--- src/rtl/smdr_pkg.sv ---
// ----------------------------------------------------------------------------
// Signed multiply-divide package
// Word width, counter width, beat layout and controller state encoding.
// ----------------------------------------------------------------------------
package smdr_pkg;

   localparam int WORD_BITS = 32;
   localparam int CNT_BITS  = $clog2(WORD_BITS);
   localparam int REQ_BITS  = ((3 * WORD_BITS + 7) / 8) * 8;
   localparam int RSP_BITS  = ((2 * WORD_BITS + 7) / 8) * 8;

   typedef logic [WORD_BITS-1:0] word_type;

   typedef enum logic [4:0] {
      ST_IDLE = 5'b00001,
      ST_DIV  = 5'b00010,
      ST_MUL  = 5'b00100,
      ST_FIX  = 5'b01000,
      ST_SIGN = 5'b10000
   } state_type;

endpackage

--- src/rtl/signed_muldiv_with_remainder.sv ---
// ----------------------------------------------------------------------------
// Signed multiply-divide with remainder
// Computes a*b/c and its remainder on operand magnitudes, one bit a cycle.
// ----------------------------------------------------------------------------
// The divide of |b| by |c| runs first, then the shift-add pass over the bits of |a|.
// A new request is taken only in the idle state, after the last result has moved
// into the output register.
// A finished result waits in the output register while the next request runs.
// Reset is synchronous and clears the controller and the output valid flag.
module signed_muldiv_with_remainder
   import smdr_pkg::*;
(
   input  logic                clock,
   input  logic                reset,
   input  logic                req_tvalid,
   output logic                req_tready,
   // Fields from bit 0 up: multiplicand, multiplier, divisor.
   input  logic [REQ_BITS-1:0] req_tdata,
   output logic                rsp_tvalid,
   input  logic                rsp_tready,
   // Fields from bit 0 up: quotient, remainder.
   output logic [RSP_BITS-1:0] rsp_tdata
);

   state_type             state_ff, state_in;
   logic [CNT_BITS-1:0]   cnt_ff, cnt_in;
   word_type              ua_ff, ua_in;
   word_type              ub_ff, ub_in;
   word_type              uc_ff, uc_in;
   word_type              rn_ff, rn_in;
   word_type              q_ff, q_in;
   word_type              r_ff, r_in;
   logic                  inc_ff, inc_in;
   logic                  rneg_ff, rneg_in;
   logic                  qneg_ff, qneg_in;
   logic                  rsp_valid_ff, rsp_valid_in;
   word_type              rsp_q_ff, rsp_q_in;
   word_type              rsp_r_ff, rsp_r_in;

   word_type              a_w, b_w, c_w;
   logic [WORD_BITS:0]    trial, trial_sub;
   logic                  trial_ge;
   logic [WORD_BITS:0]    r_sum, r_sub;
   logic                  r_ge;
   word_type              addend;
   logic                  req_beat, out_free;

   assign a_w = req_tdata[WORD_BITS-1:0];
   assign b_w = req_tdata[2*WORD_BITS-1:WORD_BITS];
   assign c_w = req_tdata[3*WORD_BITS-1:2*WORD_BITS];

   assign req_tready = (state_ff == ST_IDLE);
   assign req_beat   = req_tvalid && req_tready;
   assign out_free   = !rsp_valid_ff || rsp_tready;
   assign rsp_tvalid = rsp_valid_ff;
   assign rsp_tdata  = RSP_BITS'({rsp_r_ff, rsp_q_ff});

   // Shared restoring step: a divide step while dividing, a doubling of the
   // partial quotient and remainder during the shift-add pass.
   assign trial     = {rn_ff, (state_ff == ST_DIV) ? ub_ff[WORD_BITS-1] : 1'b0};
   assign trial_sub = trial - {1'b0, uc_ff};
   assign trial_ge  = !trial_sub[WORD_BITS];

   assign r_sum  = {1'b0, r_ff} + {1'b0, rn_ff};
   assign r_sub  = r_sum - {1'b0, uc_ff};
   assign r_ge   = !r_sub[WORD_BITS];
   assign addend = ua_ff[0] ? ub_ff : '0;

   always_comb begin
      state_in     = state_ff;
      cnt_in       = cnt_ff;
      ua_in        = ua_ff;
      ub_in        = ub_ff;
      uc_in        = uc_ff;
      rn_in        = rn_ff;
      q_in         = q_ff;
      r_in         = r_ff;
      inc_in       = inc_ff;
      rneg_in      = rneg_ff;
      qneg_in      = qneg_ff;
      rsp_valid_in = rsp_valid_ff && !rsp_tready;
      rsp_q_in     = rsp_q_ff;
      rsp_r_in     = rsp_r_ff;
      case (state_ff)
         ST_IDLE: begin
            if (req_beat) begin
               ua_in    = a_w[WORD_BITS-1] ? word_type'(-a_w) : a_w;
               ub_in    = b_w[WORD_BITS-1] ? word_type'(-b_w) : b_w;
               if (c_w == '0) begin
                  uc_in = word_type'(1);
               end else begin
                  uc_in = c_w[WORD_BITS-1] ? word_type'(-c_w) : c_w;
               end
               rneg_in  = a_w[WORD_BITS-1] ^ b_w[WORD_BITS-1];
               qneg_in  = a_w[WORD_BITS-1] ^ b_w[WORD_BITS-1] ^ c_w[WORD_BITS-1];
               rn_in    = '0;
               q_in     = '0;
               r_in     = '0;
               inc_in   = 1'b0;
               cnt_in   = CNT_BITS'(WORD_BITS - 1);
               state_in = ST_DIV;
            end
         end
         ST_DIV: begin
            rn_in = trial_ge ? trial_sub[WORD_BITS-1:0] : trial[WORD_BITS-1:0];
            ub_in = {ub_ff[WORD_BITS-2:0], trial_ge};
            cnt_in = cnt_ff - 1'b1;
            if (cnt_ff == '0) begin
               cnt_in   = CNT_BITS'(WORD_BITS - 1);
               state_in = ST_MUL;
            end
         end
         ST_MUL: begin
            q_in   = q_ff + addend + word_type'(inc_ff);
            inc_in = ua_ff[0] && r_ge;
            if (ua_ff[0]) begin
               r_in = r_ge ? r_sub[WORD_BITS-1:0] : r_sum[WORD_BITS-1:0];
            end
            ua_in  = {1'b0, ua_ff[WORD_BITS-1:1]};
            rn_in  = trial_ge ? trial_sub[WORD_BITS-1:0] : trial[WORD_BITS-1:0];
            ub_in  = {ub_ff[WORD_BITS-2:0], trial_ge};
            cnt_in = cnt_ff - 1'b1;
            if (cnt_ff == '0) begin
               state_in = ST_FIX;
            end
         end
         ST_FIX: begin
            q_in     = q_ff + word_type'(inc_ff);
            inc_in   = 1'b0;
            state_in = ST_SIGN;
         end
         ST_SIGN: begin
            if (out_free) begin
               rsp_q_in     = qneg_ff ? word_type'(-q_ff) : q_ff;
               rsp_r_in     = rneg_ff ? word_type'(-r_ff) : r_ff;
               rsp_valid_in = 1'b1;
               state_in     = ST_IDLE;
            end
         end
         default: begin
            state_in = ST_IDLE;
         end
      endcase
   end

   always_ff @(posedge clock) begin
      if (reset) begin
         state_ff     <= ST_IDLE;
         rsp_valid_ff <= 1'b0;
      end else begin
         state_ff     <= state_in;
         rsp_valid_ff <= rsp_valid_in;
      end
   end

   always_ff @(posedge clock) begin
      cnt_ff   <= cnt_in;
      ua_ff    <= ua_in;
      ub_ff    <= ub_in;
      uc_ff    <= uc_in;
      rn_ff    <= rn_in;
      q_ff     <= q_in;
      r_ff     <= r_in;
      inc_ff   <= inc_in;
      rneg_ff  <= rneg_in;
      qneg_ff  <= qneg_in;
      rsp_q_ff <= rsp_q_in;
      rsp_r_ff <= rsp_r_in;
   end

endmodule

--- config.mk ---
export PLATFORM = sky130hd
export DESIGN_NAME = signed_muldiv_with_remainder
export DESIGN_NICKNAME = d
export VERILOG_FILES = /design/src/rtl/smdr_pkg.sv /design/src/rtl/signed_muldiv_with_remainder.sv
export SDC_FILE = /design/constraint.sdc
export NUM_CORES = 1
export LEC_CHECK = 0
export ABC_AREA = 1
export BUFFER_PORTS_ARGS = -buffer_cell sky130_fd_sc_hd__buf_2
export CORE_ASPECT_RATIO = 1.25
export CORE_UTILIZATION = 45
export DETAILED_ROUTE_END_ITERATION = 8
export PLACE_DENSITY = 0.59
export SETUP_SLACK_MARGIN = 0.02
export SLEW_MARGIN = 20
export SYNTH_ARGS = -nofsm -noshare
export SYNTH_HDL_FRONTEND = slang
export SYNTH_SLANG_ARGS = --single-unit
export TNS_END_PERCENT = 50
--- constraint.sdc ---
create_clock -name clock -period 6.1 [get_ports clock]
set_clock_uncertainty 0.05 [all_clocks]
set_input_delay 0.61 -clock clock [delete_from_list [all_inputs] [get_ports clock]]
set_output_delay 0.61 -clock clock [all_outputs]
set_load 0.03 [all_outputs]
[After elaboration in Yosys (flattened, before gate mapping)]
Index checks and enable logic that the tools add are counted.
Word-level totals
  input port bits: 100
  bits in registers: 270
  logic and storage cells: 94
  output and inout bits: 66
Operators by class
  add/sub/neg operators: 12
  reductions and logical operators: 24
  equality and inequality tests: 10
  multiplexer cells: 30
  bitwise gates (word level): 3
Operator list (number)
  two-way mux 32 bit: 11
  case mux 32 bit (2 select lines): 4
  negation 32 bit: 5
  case mux 32 bit (3 select lines): 1
  subtractor 33 x 32 -> 33 bit: 2
  adder 32 x 1 -> 32 bit: 2
  adder 32 x 32 -> 33 bit: 1
  adder 32 bit: 1
  logical NOT 32 bit: 1
  two-way mux 31 bit: 1
  two-way mux 5 bit: 6
  case mux 5 bit (5 select lines): 1
  case mux 5 bit (3 select lines): 1
  AND reduction 2 bit: 6
  inequality test 2 bit, second input constant: 3
  nonzero test 3 bit: 2
  equality test 5 x 1 -> 1 bit, second input constant: 1
  equality test 5 x 2 -> 1 bit, second input constant: 1
  equality test 5 x 3 -> 1 bit, second input constant: 1
  equality test 5 x 4 -> 1 bit, second input constant: 1
  equality test 5 bit, second input constant: 1
  logical NOT 5 bit: 1
  subtractor 5 x 1 -> 5 bit, second input constant: 1
  logical NOT 1 bit: 4
  11 further kinds: 20

[Depth between registers and ports, before layout]
Gate-level depths: netlist of the first run.
  word-level depth: 5
  depth in mapped cells: 30
  gate-level depth less buffers: 29

[Worst setup path before layout of the first run]
OpenSTA, ideal clock, no wires.
  path type: register -> register
  start point: register, netlist name cnt_ff[0]
  end point: register rn_ff[0] (enable)
  data required time: 5626 ps
  cell stages (with the launch flop): 13
  buffers on the path: 0
  path slack: 1189 ps
  arrival time: 4437 ps
  path through: edfxtp_1 -> inv_1 -> ha_1 -> nand2_1 -> nor2_1 -> nand2_1 -> nand2_1 -> nand2_1 -> nor2_1 -> nand2_1 -> nor2_1 -> inv_1 -> nand2_1
RTL lines
  end signal, assigned: RTL line signed_muldiv_with_remainder.sv:161  | rn_ff <= rn_in;
  end, declared: RTL line signed_muldiv_with_remainder.sv:30  | word_type rn_ff, rn_in;

[Worst setup path in the final report of the first run]
  start point: register rn_ff[18]
  end point: register r_ff[18] (data pin)
Between the ends
  word-level cells in the longest chain between the ends: 5
Ends and longest elaborated chain
  adder 32 x 32 -> 33 bit (*): RTL line signed_muldiv_with_remainder.sv:64  | assign r_sum = {1'b0, r_ff} + {1'b0, rn_ff};
  subtractor 33 x 32 -> 33 bit: RTL line signed_muldiv_with_remainder.sv:65  | assign r_sub = r_sum - {1'b0, uc_ff};
  two-way mux 32 bit (*): RTL line signed_muldiv_with_remainder.sv:117  | r_in = r_ge ? r_sub[WORD_BITS-1:0] : r_sum[WORD_BITS-1:0];
  two-way mux 32 bit (*): RTL line signed_muldiv_with_remainder.sv:116  | if (ua_ff[0]) begin
  case mux 32 bit (2 select lines) (*): RTL line signed_muldiv_with_remainder.sv:84  | case (state_ff)
  end signal, assigned: RTL line signed_muldiv_with_remainder.sv:163  | r_ff <= r_in;
  end, declared: RTL line signed_muldiv_with_remainder.sv:32  | word_type r_ff, r_in;
Mark *: on every way between the ends. The rest lies on a longest branch, timed or not. The select of a mux whose other input is x is not followed.
A chain may end at the register's enable or synchronous reset.

==> results of run 1 <==
==> path summary, 6_finish.rpt <==
| kind | start | endpoint | slack [ns] |
|---|---|---|---|
| setup / recovery | rn_ff[18]$_SDFFCE_PP0P_ | r_ff[18]$_SDFFCE_PN0P_ | 1.77 |
| hold / removal | reset | state_ff[4]$_SDFFE_PP0P_ | 0.20 |
| setup reg to reg | rn_ff[18]$_SDFFCE_PP0P_ | r_ff[18]$_SDFFCE_PN0P_ | 1.77 |
| hold reg to reg | r_ff[0]$_SDFFCE_PN0P_ | rsp_r_ff[0]$_DFFE_PP_ | 0.47 |
==> layout by cell type, fill, tap and decap left out, drive strengths merged, types with 10 or more instances in the layout <==
cell	n
nor3	58
a21oi	160
nor2	495
o21ai	156
clkbuf	41
xnor2	25
buf	178
nand4	44
inv	633
nand3	198
nor4	17
edfxtp	264
or2	17
ha	134
nand3b	25
nand2	1246
o31ai	10
o21bai	20
xor2	147
==> metrics by stage <==
stage,power [uW],cell area (um2)
after CTS,13100,27200
after floorplan,9360,24800
after global placement,11300,26300
after global routing,14500,27300
after detailed placement,11300,26300
final,13200,27300
==> kinds of logic after synthesis <==
group	after synthesis	share of synthesized area
AO/OA/AOI/OAI	374	0.0817
AND/OR/NAND/NOR	2105	0.350
flip-flops	270	0.325
XOR/XNOR	172	0.0609
buffers and inverters	700	0.110
adder cells (fa/ha/maj)	139	0.0718
==> routing by layer <==
layer,vias up,GRT usage,share of wire
met1,10200,0.362,0.49
met3,124,0.0216,0.047
met2,535,0.409,0.44
met4,8,0.0778,0.029
met5,-,0,0.00072
li1,12200,-,-
==> sequential cells by signal, summed over array words and instances (netlist names), 5 cells and up <==
signal,cells
rn_ff,32
ub_ff,32
cnt_ff,5
q_ff,32
r_ff,32
rsp_q_ff,32
rsp_r_ff,32
ua_ff,32
uc_ff,32
state_ff,5
==> report_power, final <==
part	internal (uW)	switching [uW]
clock network	1040	764
registers	2670	462
logic	2640	5610
total	6350	6840
==> cell type report <==
class,instances,area (um2)
antenna,2,5.00
clock buffer,41,833
clock inverter,13,139
fill,5676,26800
inverter,632,2370
multi-input combinational,2790,14000
sequential,270,8050
tap,727,910
timing repair buffer,178,943
==> impl_metrics.json, run 1 <==
{
  "clock.fmax_mhz": 231,
  "cts_tree": "built",
  "ys_types": 47,
  "root_buffer": "clkbuf_16",
  "clk-insertion-delay-late_ns": 0.60,
  "vias_per_cell": 4.96,
  "max-vdd-ir-drop_v": 0.000246,
  "synth_warnings": 0,
  "cpMaxStageDelayCell": "edfxtp_1",
  "cts_setup_buffers": 0,
  "required_ns": 6.40,
  "leakage_uw": 0.0138,
  "hold_violations": 0,
  "setup_viol": 0,
  "fin_util": 0.504,
  "syn_to_final_growth_pct": 10.1,
  "worstMarginPinSlew_ns": 1.03,
  "syn_avg_cell_area_um2": 6.58,
  "critical_path.top_delay_family": "simple AND/OR/NAND/NOR gates",
  "finalNonFillerCells": 4653,
  "outcome": "finished, final reports clean",
  "first_global_vias": 21600,
  "initial_core_util": 0.458,
  "fin_setup_tns_ns": 0,
  "grt_util_all_layers": 0.255,
  "coreArea_mm2": 0.0541,
  "yosysTopAreaCellShare": 0.320,
  "cts_hold_buf": 0,
  "drtAntennaViolNets": 0,
  "drv_cap": 0,
  "cts.repair.resized": 0,
  "yosysTopAreaCell": "edfxtp_1",
  "layout_setup_ws_ns": 1.77,
  "synth_edf_count": 264,
  "crit_path_frequent_cell": "nand2_1",
  "synth.net_count": 3999,
  "reg2regPathDepth": 23,
  "critPathArrivalTime_ns": 4.62,
  "finalCritPeriodShare": 0.709,
  "critical_path.max_fanout": 31,
  "fin_crit_ns": 4.33,
  "layout-drive-gt1-share": 0.0726,
  "syn_inst": 3760,
  "startpoint_type": "flip-flop",
  "worstHoldPathCells": 2,
  "maxSlewHeadroom": 0.315,
  "grt_start_max_net_pins": 94,
  "critPathKind": "reg2reg",
  "gp_congestion": 0.972,
  "grt_setup_unrepaired": "no",
  "crit_cells": 23,
  "crit_path_end_kind": "flip-flop",
  "path_cells": "ha_1, nand2_1, nor2_1, nand2_1, inv_1, nand3_1, nand3_1, nand2_1, nand2_1, inv_1, ha_1, nand2_1, nand2_1, a21oi_2, nand2_1, nand2_1, nand2_1, a21oi_1, nand2_1, nand2_2, nand2_1, nand2_1, nor2_1",
  "post-route-drc-count": 0,
  "grt_pass1_wl_mm": 112,
  "portBuffers": 165,
  "clkSlewWorstSetupHoldPaths_ns": 0.06,
  "die_h_um": 264,
  "vias": 23100,
  "drv_slew": 0,
  "place_hpwl_mm": 58.5,
  "powerDensity_mw_per_mm2": 484,
  "dr.pass1.iters": 8,
  "gr-total-overflow": 0,
  "nets": 4142,
  "routed_wl_mm": 71.2,
  "ys_ff_latch": 270,
  "synth_top_flop_cell": "edfxtp_1",
  "synth_common_cells": "nand2_1, inv_1, nor2_1",
  "cts_max_level": 1,
  "hold_ws_ns": 0.198,
  "min_path_type": "in2reg",
  "synth.most_common_cell": "nand2_1",
  "synthArstFlopShare": 0,
  "antenna_found_initial": 5,
  "post-place-cells": 4596,
  "pre_cts_slack_ns": 1.82,
  "synth_top_cells_by_area": "edfxtp_1, nand2_1, inv_1, nor2_1, ha_1",
  "die-area_mm2": 0.0559,
  "cts_buffers": 31,
  "clk_path_buf_depth": 3,
  "path_buf_inv": 2,
  "cts_num_sinks": 270,
  "seq_area_frac_synth": 0.325,
  "drt_iter0_drc": 1500,
  "max_stage_delay_ns": 0.51,
  "rows": 95,
  "wire_per_inst_um": 15.3,
  "io_pins": 166,
  "die_width_um": 212,
  "synth_area_mm2": 0.0247
}
Power figures use the tool's default switching activity.
==> run 2: changes to the inputs <==
clock period = 4.1 ns   (was 6.1 ns; I/O delays follow)
==> impl_metrics.json, run 2 (same netlist as run 1, synthesis figures left out) <==
{
  "maxSlewHeadroom": 0.311,
  "gr-total-overflow": 0,
  "critPathKind": "reg2reg",
  "drv_cap": 0,
  "startpoint_type": "flip-flop",
  "final_cell_mix": "nand2_1, inv_1, nor2_1",
  "critical_path.max_fanout": 16,
  "critPathArrivalTime_ns": 4.11,
  "required_ns": 4.41,
  "grt_util_all_layers": 0.256,
  "clk-insertion-delay-late_ns": 0.61,
  "rows": 95,
  "clkSlewWorstSetupHoldPaths_ns": 0.06,
  "pre_cts_slack_ns": 0.0151,
  "dr.pass1.iters": 6,
  "outcome": "finished, final reports clean",
  "design_area_mm2": 0.0285,
  "dpl_cell_area_mm2": 0.0266,
  "drv_slew": 0,
  "multi_input_area_mm2": 0.0145,
  "hold_ws_ns": 0.0653,
  "finalCritPeriodShare": 0.928,
  "die_h_um": 264,
  "die_width_um": 212,
  "antenna_found_initial": 8,
  "wire_per_inst_um": 15.4,
  "cts_tree": "built",
  "post-route-drc-count": 0,
  "nets": 4221,
  "portBuffers": 165,
  "root_buffer": "clkbuf_16",
  "vias": 23600,
  "grt_start_max_net_pins": 94,
  "routed_wl_mm": 72.9,
  "fillCellCount": 5599,
  "cts_num_sinks": 270,
  "cts_buffers": 31,
  "cts_max_level": 1,
  "crit_path_end_kind": "flip-flop",
  "place_hpwl_mm": 58.9,
  "powerDensity_mw_per_mm2": 747,
  "drtAntennaViolNets": 0,
  "clk_path_buf_depth": 3,
  "layout_setup_ws_ns": 0.294,
  "max-vdd-ir-drop_v": 0.000462,
  "setup_viol": 0,
  "grt_pass1_wl_mm": 113,
  "coreArea_mm2": 0.0541,
  "vias_per_cell": 4.98,
  "leakage_uw": 0.0143,
  "die-area_mm2": 0.0559,
  "fin_setup_tns_ns": 0,
  "gp_congestion": 0.935,
  "initial_core_util": 0.458,
  "syn_to_final_growth_pct": 15.3,
  "hold_violations": 0,
  "final_common_cell": "nand2_1",
  "first_global_vias": 21700,
  "drt_iter0_drc": 1445,
  "fin_crit_ns": 3.81,
  "seq_area_mm2": 0.00805,
  "min_path_type": "in2reg",
  "clock.fmax_mhz": 263,
  "layout-drive-gt1-share": 0.110,
  "io_pins": 166,
  "worstMarginPinSlew_ns": 1.03
}
[run 2: cell types whose count changed in the layout (fill, tap and decap cells not counted), sizes merged]
cell,previous run,this run
buf,178,254
bufinv,2,8
clkbuf,41,37
clkinv,8,10
diode,2,3
dlygate4sd3,0,1
inv,633,634
nand2,1246,1247
[run 2: through the flow]
step           utilization  std cells  power (uW)
6_report             0.528       4737       21300
5_1_grt              0.528       4737       23300
2_1_floorplan            -       3760       13900
4_1_cts              0.513       4698       20400
3_3_place_gp         0.492       4639       17200
3_5_place_dp         0.492       4639       17200
[run 2: worst paths after layout]
check	from	end	slack (ns)	cells after the start
max	rn_ff[11]$_SDFFCE_PP0P_	r_ff[19]$_SDFFCE_PN0P_	0.29	25
min	req_tdata[71]	uc_ff[7]$_SDFFCE_PP0P_	0.07	3
max reg2reg	rn_ff[11]$_SDFFCE_PP0P_	r_ff[19]$_SDFFCE_PN0P_	0.29	25
min reg2reg	ua_ff[25]$_DFFE_PP_	ua_ff[24]$_DFFE_PP_	0.47	2
[run 2: routing by layer]
layer | vias up | global-route usage | share of wire
met2 | 547 | 0.412 | 0.45
met4 | 10 | 0.0631 | 0.022
met5 | - | 0 | 0.00074
li1 | 12400 | - | -
met3 | 98 | 0.0271 | 0.055
met1 | 10600 | 0.365 | 0.47
[run 2: power by group]
part           total [uW]  switching, uW  internal [uW]  leakage, uW
clock                3100           1210           1890     0.000539
sequential           4660            700           3960      0.00258
combinational       13600           8800           4760       0.0112
[run 2: cell type report]
class | count | area share
Clock buffer | 36 | 0.0278
Inverter | 632 | 0.0831
Multi-Input combinational cell | 2791 | 0.509
Tap cell | 727 | 0.0319
Clock inverter | 22 | 0.0115
Antenna cell | 3 | 0.000263
Sequential cell | 270 | 0.282
Timing Repair Buffer | 256 | 0.0547
[run 2: critical path: stages, from the launching register on]
cell      delay (ns)
edfxtp_1        0.49
ha_4            0.34
nand2_1         0.12
nor2_2          0.14
inv_1           0.08
nor3_4          0.14
nand2_1         0.12
nand2_4         0.11
nand2_1         0.08
nand2_1         0.07
nand2_1         0.04
nand2_1         0.11
inv_1           0.07
ha_1            0.31
inv_1           0.09
nor3_4          0.21
inv_2           0.08
nor3_4          0.22
nand2_1         0.08
nand2_1         0.10
nand2_1         0.07
nand2_2         0.12
buf_12          0.15
nand2_1         0.05
nand2_1         0.05
nor2_1          0.05
[run 2: timing repair]
action                                 in CTS  in global routing
gates cloned                                0                  2
endpoints found under the hold margin       4                  0
gates resized for setup                     1                 83
setup endpoints to repair                  16                 33
setup buffers                               0                 33
hold buffers                                1                  0
pin swaps                                   0                 11
